## src/sv/heading_pd_drive_steering_top_assert.svh

```systemverilog
// Assertion macros for the heading PD drive steering block
`ifndef HEADING_PD_DRIVE_STEERING_TOP_ASSERT_SVH
`define HEADING_PD_DRIVE_STEERING_TOP_ASSERT_SVH
`ifndef SYNTHESIS
`define HPDS_CHECK(label, ante, cons, msg) \
	label: assert property (@(posedge clk) disable iff (!arst_n) (ante) |-> (cons)) \
		else $error(msg);
`define HPDS_CHECK_NEXT(label, ante, cons, msg) \
	label: assert property (@(posedge clk) disable iff (!arst_n) (ante) |=> (cons)) \
		else $error(msg);
`else
`define HPDS_CHECK(label, ante, cons, msg)
`define HPDS_CHECK_NEXT(label, ante, cons, msg)
`endif
`endif

```

## src/sv/hpds_pkg.sv

```systemverilog
// Shared types and constants for the heading PD drive steering block
`default_nettype none
package hpds_pkg;
	typedef logic signed [14:0] angle_t;
	typedef logic signed [15:0] err_t;
	typedef logic signed [16:0] diff_t;
	typedef logic [14:0] mag_t;
	typedef logic signed [10:0] turn_t;
	typedef logic [9:0] speed_lim_t;
	typedef logic signed [11:0] duty_t;

	localparam int TURN_MAX = 1023;
	localparam int NUM_W = 26;
	localparam int RECIP_W = NUM_W + 1;
	localparam int QUOT_W = 11;

	typedef enum logic [1:0] {
		REG_GAIN_P      = 2'd0,
		REG_GAIN_D      = 2'd1,
		REG_SPEED_LIMIT = 2'd2
	} reg_idx_t;
endpackage
`default_nettype wire

```

## src/sv/hpds_err.sv

```systemverilog
// Heading error with single wrap, previous error substitution and magnitude
`default_nettype none
module hpds_err import hpds_pkg::*; #(
	parameter int ANGLE_FRACTION_BITS = 12
) (
	input  angle_t heading,
	input  angle_t bearing,
	input  err_t   prev_err,
	output err_t   err,
	output diff_t  diff,
	output mag_t   err_mag
);
	localparam int PI_FX = (3145 * (1 << ANGLE_FRACTION_BITS) + 500) / 1000;
	localparam logic signed [18:0] PI_W = 19'(PI_FX);
	localparam logic signed [18:0] TWO_PI_W = 19'(2 * PI_FX);

	logic signed [18:0] raw;
	logic signed [18:0] wrapped;
	err_t prev_eff;
	err_t err_abs;

	always_comb begin
		raw = 19'(heading) - 19'(bearing);
		if (raw > PI_W) begin
			wrapped = raw - TWO_PI_W;
		end else if (raw < -PI_W) begin
			wrapped = raw + TWO_PI_W;
		end else begin
			wrapped = raw;
		end
		err = wrapped[15:0];
		prev_eff = (prev_err == '0) ? err : prev_err;
		diff = 17'(err) - 17'(prev_eff);
		err_abs = err[15] ? -err : err;
		err_mag = err_abs[14:0];
	end
endmodule
`default_nettype wire

```

## src/sv/hpds_turn.sv

```systemverilog
// PD sum, truncation toward zero and turn saturation
`default_nettype none
module hpds_turn import hpds_pkg::*; #(
	parameter int ANGLE_FRACTION_BITS = 12
) (
	input  logic signed [31:0] prod_p,
	input  logic signed [32:0] prod_d,
	output turn_t              turn
);
	localparam int SH = 8 + ANGLE_FRACTION_BITS;

	logic signed [33:0] sum;
	logic [33:0] sum_mag;
	logic [33:0] shifted;
	logic [9:0] turn_mag;
	turn_t turn_pos;

	always_comb begin
		sum = 34'(prod_p) + 34'(prod_d);
		sum_mag = sum[33] ? 34'(-sum) : 34'(sum);
		shifted = sum_mag >> SH;
		turn_mag = (shifted > 34'(TURN_MAX)) ? 10'(TURN_MAX) : shifted[9:0];
		turn_pos = turn_t'({1'b0, turn_mag});
		turn = sum[33] ? -turn_pos : turn_pos;
	end
endmodule
`default_nettype wire

```

## src/sv/hpds_speed.sv

```systemverilog
// Speed taper, turn cap and saturated wheel duties
`default_nettype none
module hpds_speed import hpds_pkg::*; (
	input  turn_t             turn,
	input  logic [QUOT_W-1:0] quot,
	input  logic              over,
	input  speed_lim_t        limit,
	output duty_t             left_duty,
	output duty_t             right_duty
);
	logic signed [12:0] lim_x;
	logic signed [12:0] spd;
	logic signed [12:0] cap;
	logic signed [12:0] spd_sel;
	logic signed [12:0] left_x;
	logic signed [12:0] right_x;
	turn_t turn_abs;

	function automatic duty_t sat12(input logic signed [12:0] v);
		duty_t r;
		if (v > 13'sd2047) begin
			r = 12'sd2047;
		end else if (v < -13'sd2048) begin
			r = -12'sd2048;
		end else begin
			r = v[11:0];
		end
		return r;
	endfunction

	always_comb begin
		lim_x = 13'({3'b000, limit});
		turn_abs = turn[10] ? -turn : turn;
		spd = over ? '0 : lim_x - 13'({2'b00, quot});
		cap = lim_x - 13'(turn_abs);
		spd_sel = (spd > cap) ? cap : spd;
		left_x = spd_sel - 13'(turn);
		right_x = spd_sel + 13'(turn);
		left_duty = sat12(left_x);
		right_duty = sat12(right_x);
	end
endmodule
`default_nettype wire

```

## src/sv/heading_pd_drive_steering_top.sv

```systemverilog
// Top level of the heading PD drive steering block.
// Takes one heading/bearing transaction per cycle while the output side is not
// stalled, and returns one left/right duty transaction for each, in the order taken.
// The five pipeline stages are input register, heading error, the gain and
// taper multiplies, the turn sum with the reciprocal taper divide, and the output
// register; each stage advances when the next one is empty or moving, so bubbles
// collapse and input is taken while a result waits. The previous error is updated
// as an item leaves the input register, so consecutive items see each other's error.
// Configuration writes take effect at once and must only occur while the block is idle.
`default_nettype none
`include "heading_pd_drive_steering_top_assert.svh"
module heading_pd_drive_steering_top import hpds_pkg::*; #(
	parameter int ANGLE_FRACTION_BITS = 12
) (
	input  logic        clk,
	input  logic        arst_n,
	input  logic        cfg_we,
	input  logic [1:0]  cfg_index,
	input  logic [15:0] cfg_wdata,
	input  logic        s_tvalid,
	output logic        s_tready,
	input  logic [31:0] s_tdata,   // robot_heading [14:0], goal_bearing [29:15]
	output logic        m_tvalid,
	input  logic        m_tready,
	output logic [23:0] m_tdata    // left_duty [11:0], right_duty [23:12]
);
	localparam int CUT_FX = (6290 * (1 << ANGLE_FRACTION_BITS) + 1500) / 3000;
	localparam int SHIFT_K = NUM_W + $clog2(CUT_FX);
	localparam int PROD_W = NUM_W + RECIP_W;
	localparam longint unsigned RECIP_L =
		((64'd1 << SHIFT_K) + longint'(CUT_FX) - 64'd1) / longint'(CUT_FX);
	localparam logic [RECIP_W-1:0] RECIP_V = RECIP_W'(RECIP_L);

	logic signed [15:0] gain_p_q;
	logic signed [15:0] gain_d_q;
	speed_lim_t speed_limit_q;
	err_t prev_err_q;

	logic v_s1, v_s2, v_s3, v_s4, v_s5;
	logic en_s1, en_s2, en_s3, en_s4, en_s5;

	angle_t heading_s1, bearing_s1;
	err_t err_s2;
	diff_t diff_s2;
	mag_t mag_s2;
	logic signed [31:0] pp_s3;
	logic signed [32:0] pd_s3;
	logic [NUM_W-1:0] num_s3;
	logic over_s3;
	turn_t turn_s4;
	logic [QUOT_W-1:0] quot_s4;
	logic over_s4;
	duty_t left_s5, right_s5;

	err_t err_c;
	diff_t diff_c;
	mag_t mag_c;
	logic signed [31:0] pp_c;
	logic signed [32:0] pd_c;
	logic [NUM_W-1:0] num_c;
	logic over_c;
	turn_t turn_c;
	logic [PROD_W-1:0] qprod_c;
	duty_t left_c, right_c;

	assign en_s5 = !v_s5 || m_tready;
	assign en_s4 = !v_s4 || en_s5;
	assign en_s3 = !v_s3 || en_s4;
	assign en_s2 = !v_s2 || en_s3;
	assign en_s1 = !v_s1 || en_s2;
	assign s_tready = en_s1;
	assign m_tvalid = v_s5;
	assign m_tdata = {right_s5, left_s5};

	hpds_err #(
		.ANGLE_FRACTION_BITS(ANGLE_FRACTION_BITS)
	) u_err (
		.heading (heading_s1),
		.bearing (bearing_s1),
		.prev_err(prev_err_q),
		.err     (err_c),
		.diff    (diff_c),
		.err_mag (mag_c)
	);

	assign pp_c = gain_p_q * err_s2;
	assign pd_c = gain_d_q * diff_s2;
	assign num_c = NUM_W'(speed_limit_q) * NUM_W'(mag_s2) + NUM_W'(CUT_FX - 1);
	assign over_c = int'(mag_s2) > CUT_FX;

	hpds_turn #(
		.ANGLE_FRACTION_BITS(ANGLE_FRACTION_BITS)
	) u_turn (
		.prod_p(pp_s3),
		.prod_d(pd_s3),
		.turn  (turn_c)
	);

	assign qprod_c = PROD_W'(num_s3) * PROD_W'(RECIP_V);

	hpds_speed u_speed (
		.turn      (turn_s4),
		.quot      (quot_s4),
		.over      (over_s4),
		.limit     (speed_limit_q),
		.left_duty (left_c),
		.right_duty(right_c)
	);

	always_ff @(posedge clk or negedge arst_n) begin
		if (!arst_n) begin
			gain_p_q <= 16'sd256;
			gain_d_q <= '0;
			speed_limit_q <= 10'd200;
			prev_err_q <= '0;
			v_s1 <= 1'b0;
			v_s2 <= 1'b0;
			v_s3 <= 1'b0;
			v_s4 <= 1'b0;
			v_s5 <= 1'b0;
		end else begin
			if (cfg_we) begin
				case (reg_idx_t'(cfg_index))
					REG_GAIN_P: gain_p_q <= cfg_wdata;
					REG_GAIN_D: gain_d_q <= cfg_wdata;
					REG_SPEED_LIMIT: speed_limit_q <= cfg_wdata[9:0];
					default: ;
				endcase
			end
			if (v_s1 && en_s2) begin
				prev_err_q <= err_c;
			end
			if (en_s1) v_s1 <= s_tvalid;
			if (en_s2) v_s2 <= v_s1;
			if (en_s3) v_s3 <= v_s2;
			if (en_s4) v_s4 <= v_s3;
			if (en_s5) v_s5 <= v_s4;
		end
	end

	always_ff @(posedge clk) begin
		if (en_s1) begin
			heading_s1 <= s_tdata[14:0];
			bearing_s1 <= s_tdata[29:15];
		end
		if (en_s2) begin
			err_s2 <= err_c;
			diff_s2 <= diff_c;
			mag_s2 <= mag_c;
		end
		if (en_s3) begin
			pp_s3 <= pp_c;
			pd_s3 <= pd_c;
			num_s3 <= num_c;
			over_s3 <= over_c;
		end
		if (en_s4) begin
			turn_s4 <= turn_c;
			quot_s4 <= qprod_c[SHIFT_K +: QUOT_W];
			over_s4 <= over_s3;
		end
		if (en_s5) begin
			left_s5 <= left_c;
			right_s5 <= right_c;
		end
	end

	`HPDS_CHECK(a_turn_range, v_s4, (turn_s4 <= 11'sd1023) && (turn_s4 >= -11'sd1023), "turn out of range")
	`HPDS_CHECK(a_quot_limit, v_s4 && !over_s4, quot_s4 <= {1'b0, speed_limit_q}, "taper step above limit")
	`HPDS_CHECK_NEXT(a_prev_update, v_s1 && en_s2, prev_err_q == $past(err_c), "previous error not held")
	`HPDS_CHECK(a_accept_free, !m_tvalid, s_tready, "input stalled with empty output")
endmodule
`default_nettype wire

```

## config.mk

```make
export PLATFORM = sky130hd
export DESIGN_NAME = heading_pd_drive_steering_top
export DESIGN_NICKNAME = d
export VERILOG_FILES = /design/src/sv/hpds_pkg.sv /design/src/sv/hpds_err.sv /design/src/sv/hpds_turn.sv /design/src/sv/hpds_speed.sv /design/src/sv/heading_pd_drive_steering_top.sv
export VERILOG_INCLUDE_DIRS = /design/src /design/src/sv
export SDC_FILE = /design/constraint.sdc
export NUM_CORES = 2
export LEC_CHECK = 0
export BUFFER_PORTS_ARGS = -buffer_cell sky130_fd_sc_hd__buf_2
export CORE_ASPECT_RATIO = 1.25
export CORE_UTILIZATION = 30
export CTS_BUF_LIST = sky130_fd_sc_hd__clkbuf_16
export DETAILED_ROUTE_END_ITERATION = 6
export GPL_TIMING_DRIVEN = 0
export PLACE_DENSITY = 0.43
export SLEW_MARGIN = 20
export SYNTH_ARGS = -nofsm -noshare
export SYNTH_HDL_FRONTEND = slang
export SYNTH_HIERARCHICAL = 1
export SYNTH_SLANG_ARGS = --single-unit
export TNS_END_PERCENT = 50
```

## constraint.sdc

```tcl
create_clock -name clk -period 6.4 [get_ports clk]
set_input_delay 0 -clock clk [delete_from_list [all_inputs] [get_ports clk]]
set_output_delay 0 -clock clk [all_outputs]
set_load 0.02 [all_outputs]
```

# --- Word level (Yosys, flattened, before mapping) ---
# Index checks and enable logic that the tools add are counted.
totals:
  ff_bits: 280
op_classes:
  addsub: 14
  n_mul: 4
  order_cmp: 9
  n_eq_ne: 2
  n_mux: 12
  reduce_logical: 16
ops:
  columns: ["operator", "n"]
  rows:
  - ["$mul A26 B27 Y51 const B", 1]
  - ["$mux W16", 3]
  - ["$add A32 B33 Y34", 1]
  - ["$mux W34", 1]
  - ["$neg A34 Y34", 1]
  - ["$mul A16 B17 Y33", 1]
  - ["$mul A16 B16 Y32", 1]
  - ["$add A25 B14 Y26 const B", 1]
  - ["$gt A13 B12 Y1 const B", 2]
  - ["$lt A13 B12 Y1 const B", 2]
  - ["$mux W13", 2]
  - ["$mul A10 B15 Y25", 1]
  - ["$mux W12", 2]
  - ["$mux W10", 2]
  - ["$sub A16 B16 Y17", 1]
  - ["$add A16 B16 Y16 const B", 1]
  - ["$gt A16 B15 Y1 const B", 1]
  - ["$logic_not A16 Y1", 1]
  - ["$lt A16 B15 Y1 const B", 1]
  - ["$sub A15 B15 Y16", 1]
  - ["$sub A16 B16 Y16 const B", 1]
  - ["$gt A15 B14 Y1 const B", 1]
  - ["$mux W15", 1]
  - ["$neg A15 Y15", 1]
  - ["other kinds (16)", 26]

# --- Longest topological paths before layout ---
logic_depth:
  ltp_word: 8
  mapped_depth: 29

# --- By module ---
# The synthesis kept the hierarchy.
modules_own_cells:
  columns: ["mod", "instances", "cells_per_inst", "area_per_inst_um2"]
  rows:
  - ["heading_pd_drive_steering_top", 1, 4146, 43635.6]
  - ["hpds_err", 1, 500, 3548.4]
  - ["hpds_speed", 1, 455, 3274.4]
  - ["hpds_turn", 1, 412, 2787.7]

# --- Worst setup path after synthesis ---
# Ideal clock, no wire load.
synth_timing:
  kind: "register to register"
  start: "register gain_d_q[9]"
  end: "register pd_s3[25], data pin"
  t_arrival_ns: 6.293
  required_time_ns: 6.142
  slack_ns: -0.151
  path_stages_with_launch: 25
  n_path_buf: 2
  period_less_slack_ns: 6.551
  path_cell_list: "dfrtp_1 -> clkbuf_1 -> clkbuf_1 -> nand2_1 -> fa_1 -> inv_1 -> fa_1 -> inv_1 -> fa_1 -> inv_1 -> fa_1 -> inv_1 -> fa_1 -> inv_1 -> fa_1 -> ha_1 -> a2111oi_2 -> o21ai_1 -> a41oi_2 -> a21boi_2 -> o21a_1 -> or4_4 -> a31o_1 -> a21oi_2 -> xnor2_1"
synth_between:
  elab_chain_len: 1
synth_lines:
  columns: ["element", "line_no", "source"]
  rows:
  - ["start, declared", "heading_pd_drive_steering_top.sv:35", "logic signed [15:0] gain_d_q;"]
  - ["start signal, assigned", "heading_pd_drive_steering_top.sv:125", "REG_GAIN_D: gain_d_q <= cfg_wdata;"]
  - ["$mul A16 B17 Y33", "heading_pd_drive_steering_top.sv:87", "assign pd_c = gain_d_q * diff_s2;"]
  - ["via pd_c[25]", "heading_pd_drive_steering_top.sv:59", "logic signed [32:0] pd_c;"]
  - ["end signal, assigned", "heading_pd_drive_steering_top.sv:153", "pd_s3 <= pd_c;"]
  - ["end, declared", "heading_pd_drive_steering_top.sv:47", "logic signed [32:0] pd_s3;"]
# The timed path passes the listed nets, and every way through them passes these cells.
# A chain may end at the register's enable or synchronous reset.

# --- Final worst setup path ---
layout_timing:
  start: "register gain_d_q[15]"
  end: "register pd_s3[25], data pin"
# Same word-level chain as after synthesis.

==> metrics.md <==
| Metric | Value |
|---|---|
| CP Capture Type | flop |
| Critical Path Start | gain_d_q[15]$_DFFE_PN0P_ |
| Sink of the worst hold path | heading_s1[2]$_DFFE_PP_ |
| Buffers added on ports | 78 |
| Vias | 39100 |
| Share of cells above drive strength 1 | 0.159 |
| Top FF cell, synth | edfxtp_1 |
| Final hold vios | 0 |
| Total number of yosys warnings | 6 |
| Core Area | 0.176 mm^2 |
| DRT iter0 DRCs | 1710 |
| Worst slew pin tran | 0.997 ns |
| Yosys cell types | 142 |
| CTS tree | built |
| Antenna viol nets, final | 0 |
| Filler Cells Inserted | 18200 |
| Final wirelength | 162000 um |
| WP data arrival | 6.97 ns |
| Nets | 7481 |
| Clock Path Buffers | 3 |
| Initial DRT Pass Iterations | 6 |
| TritonCTS buffer count | 36 |
| Yosys reg bits | 280 |
| Vias in the first global route | 42800 |
| R2R setup slack | -0.30 ns |
| Worst-path clk slew | 0.06 ns |
| Period minus WS final | 6.70 ns |
| Drt wl/cell | 19.4 um |
| Worst reg-to-reg path cell count | 21 |
| Grt ovf | 0 |
| DRC | 0 |
| Fraction of registers with async set/reset | 0.225 |
| Slew HR | 0.335 |
| Gate Count Post-Synth | 5513 |
| Status | finished, violations left |
| RR Endpoint | pd_s3[25]$_DFFE_PP_ |
| CTS Root Cell | clkbuf_16 |
| EDFF count, synth | 217 |
| Final setup viols | 4 |
| Area grow syn2layout | 17.3% |
| Sequential area share after synthesis | 0.152 |
| Pin count of the biggest net entering global routing | 51 |
| Critical Path Fanout Max | 10 |
| R2R Path Start | gain_d_q[15]$_DFFE_PN0P_ |
| Syn_nets | 7062 |
| Vias/cell | 4.71 |
| I/O pin count | 81 |
| Syn Std Cell Area | 0.0532 mm^2 |
| Later-pin clock latency in the skew report | 0.60 ns |
| DIE AREA | 0.179 mm^2 |
| Rows | 172 |
| Hold path start | s_tdata[2] |
| Gp weighted congestion | 0.861 |
| DP Worst Slack | -1.86 ns |
| Worst hold path class | in2reg |
| H-tree Lvls | 2 |
| Initial antenna violation count | 4 |
| Final WS setup | -0.301 ns |
| Max Clock Skew | 0.0468 ns |
| Fmax | 0.149 GHz |
| Failing checks | negative setup slack |
| Initial Utilization | 0.302 |
| CP Data Required Time | 6.67 ns |
| Crit path kind | reg2reg |
| Maxcap violations | 0 |
| Fin crit share | 1.05 |
| Crit path launch type | flop |
| Pins Over Slew Limit | 0 |
| Synthesized area per cell | 9.66 um^2 |
| Chip height | 473 um |
| Hold Crit Depth | 2 |
| CTS Sinks | 280 |
| Overall Global Routing Usage | 0.185 |
| Die width | 379 um |
| RSZ-0062 raised after global routing | true |
| DPL Wire Length | 131000 um |
| First-pass GRT wire length | 253000 um |
-- stage by stage --
step	util	std cells	hold WS [ns]	instance area [um^2]	TNS (ns)
3_5_place_dp	0.322	7947	-0.130	56700	-68.01
5_1_grt	0.355	8309	0.0835	62500	-5.33
4_1_cts	0.348	8242	0.0558	61300	-1.92
3_3_place_gp	0.321	7940	0.176	56600	-86.72
2_1_floorplan	-	5513	-0.296	53300	0
6_report	0.355	8312	0.0993	62500	-0.905
-- area by class of cell --
| class | count | area, um^2 | share of cell area |
|---|---|---|---|
| multi-input cells | 3929 | 41700 | 0.667 |
| flip-flops and latches | 280 | 8150 | 0.130 |
| well taps | 2349 | 2940 | 0.0470 |
| plain buffers | 139 | 1160 | 0.0186 |
| clock buffers | 39 | 976 | 0.0156 |
| clock inverters | 27 | 181 | 0.00290 |
| inverters | 1158 | 4360 | 0.0698 |
| diodes | 3 | 7.51 | 0.000120 |
| repair buffers | 388 | 3040 | 0.0487 |
-- cells in the final DEF, fill, tap and decap left out, types with 52 or more instances in the layout --
master | netlist | final
xor2_1 | 65 | 59
dlygate4sd3_1 | 0 | 57
buf_2 | 11 | 87
nand3_1 | 57 | 52
edfxtp_1 | 217 | 217
and2_1 | 293 | 292
ha_1 | 647 | 593
a21oi_1 | 192 | 174
a21o_1 | 61 | 61
mux2_2 | 67 | 67
inv_1 | 1154 | 1136
buf_4 | 5 | 233
o21ai_0 | 123 | 107
xnor2_1 | 135 | 113
fa_1 | 847 | 822
nor2_1 | 206 | 195
nand2_1 | 523 | 512
-- worst max-delay path, cell delays in order (launching register included) --
cell	delay, ns
dfrtp_4	0.57
clkinvlp_4	0.11
buf_6	0.16
nor2_1	0.08
fa_1	0.55
fa_1	0.58
fa_1	0.44
fa_1	0.54
inv_1	0.05
fa_1	0.52
inv_1	0.06
fa_2	0.59
ha_4	0.25
and3_1	0.20
nand3_1	0.09
a211o_1	0.16
a21boi_4	0.09
o21a_1	0.19
or4_4	0.49
a31o_1	0.26
a21oi_4	0.19
xnor2_4	0.18
-- what timing repair did --
item / 4_1_cts / 5_1_grt
buffers inserted: 179 / 68
gates resized for setup: 388 / 181
hold buffers: 56 / 1
endpoints found under the hold margin: 136 / 1
pin swaps: 139 / 86
setup endpoints to repair: 85 / 73
-- logic make-up (layout without fill, tap and decap cells) --
| kind of cell | Yosys count | after routing | share of synthesized area |
|---|---|---|---|
| AOI/OAI and AO/OA | 750 | 750 | 0.0985 |
| xor gates and xnor gates | 205 | 205 | 0.0351 |
| adders and majority gates | 1499 | 1499 | 0.471 |
| buffers and inverters | 1304 | 1751 | 0.0940 |
| muxes | 92 | 92 | 0.0189 |
| DFF | 280 | 280 | 0.152 |
| other | 0 | 3 | 0 |
| and+or+nand+nor | 1383 | 1383 | 0.130 |
-- Yosys cell counts, drive strengths merged, types with 8 or more instances --
| library cell | n | area share |
|---|---|---|
| a21boi | 14 | 0.0023 |
| inv | 1155 | 0.081 |
| and2 | 298 | 0.035 |
| clkbuf | 125 | 0.0095 |
| a211oi | 24 | 0.0039 |
| mux2 | 67 | 0.014 |
| nor2 | 208 | 0.015 |
| a21o | 61 | 0.0086 |
| a31oi | 25 | 0.0031 |
| fa | 847 | 0.32 |
| o211a | 8 | 0.0016 |
| edfxtp | 217 | 0.12 |
| a21oi | 200 | 0.019 |
| o21ai | 158 | 0.016 |
| a2111oi | 14 | 0.0029 |
| a31o | 12 | 0.0020 |
| or3 | 18 | 0.0024 |
| or2 | 27 | 0.0032 |
| ha | 647 | 0.15 |
| o2111ai | 9 | 0.0015 |
| nand4 | 29 | 0.0036 |
| o22ai | 17 | 0.0021 |
| or4 | 8 | 0.0013 |
| dfrtp | 59 | 0.028 |
| nor2b | 28 | 0.0033 |
| xor2 | 68 | 0.012 |
| and3 | 22 | 0.0028 |
| nor3b | 8 | 0.0011 |
| nand2 | 523 | 0.037 |
| mux2i | 25 | 0.0048 |
| nor4 | 26 | 0.0043 |
| nand2b | 43 | 0.0051 |
| buf | 21 | 0.0029 |
| o21bai | 20 | 0.0029 |
| and4 | 9 | 0.0015 |
| nor3 | 61 | 0.0064 |
| o31ai | 14 | 0.0022 |
| nand3 | 57 | 0.0054 |
| o21a | 41 | 0.0059 |
| o211ai | 23 | 0.0034 |
| xnor2 | 137 | 0.023 |
| a211o | 17 | 0.0028 |
-- registers in the layout, summed over array words and instances (netlist names) --
register / flops
pd_s3: 33
pp_s3: 32
num_s3: 26
diff_s2: 17
err_s2: 16
gain_d_q: 16
gain_p_q: 16
prev_err_q: 16
bearing_s1: 15
heading_s1: 15
mag_s2: 15
left_s5: 12
right_s5: 12
quot_s4: 11
turn_s4: 11
speed_limit_q: 10
m_tvalid: 1
over_s3: 1
over_s4: 1
v_s1: 1
v_s2: 1
v_s3: 1
v_s4: 1
-- worst max-delay path by stage --
stage	end	depth (start not counted)	slack [ns]
after floorplan	pd_s3[25]$_DFFE_PP_	24	0.001
after global placement	pd_s3[32]$_DFFE_PP_	24	-1.89
after detailed placement	pd_s3[32]$_DFFE_PP_	24	-1.86
after CTS	pd_s3[25]$_DFFE_PP_	23	-0.38
after global routing	pd_s3[25]$_DFFE_PP_	23	-0.50
final	pd_s3[25]$_DFFE_PP_	21	-0.30
-- layer usage --
metal | vias to the layer above | global-route usage | share of wire
li1 | 18600 | - | -
met1 | 19700 | 0.220 | 0.41
met2 | 610 | 0.351 | 0.53
met3 | 191 | 0.0115 | 0.022
met4 | 0 | 0.0552 | 0.036
met5 | - | 0 | 0
Power is left out: the tool's default activity adds up to more than one toggle a clock period on the data nets, which glitch-free logic cannot reach.
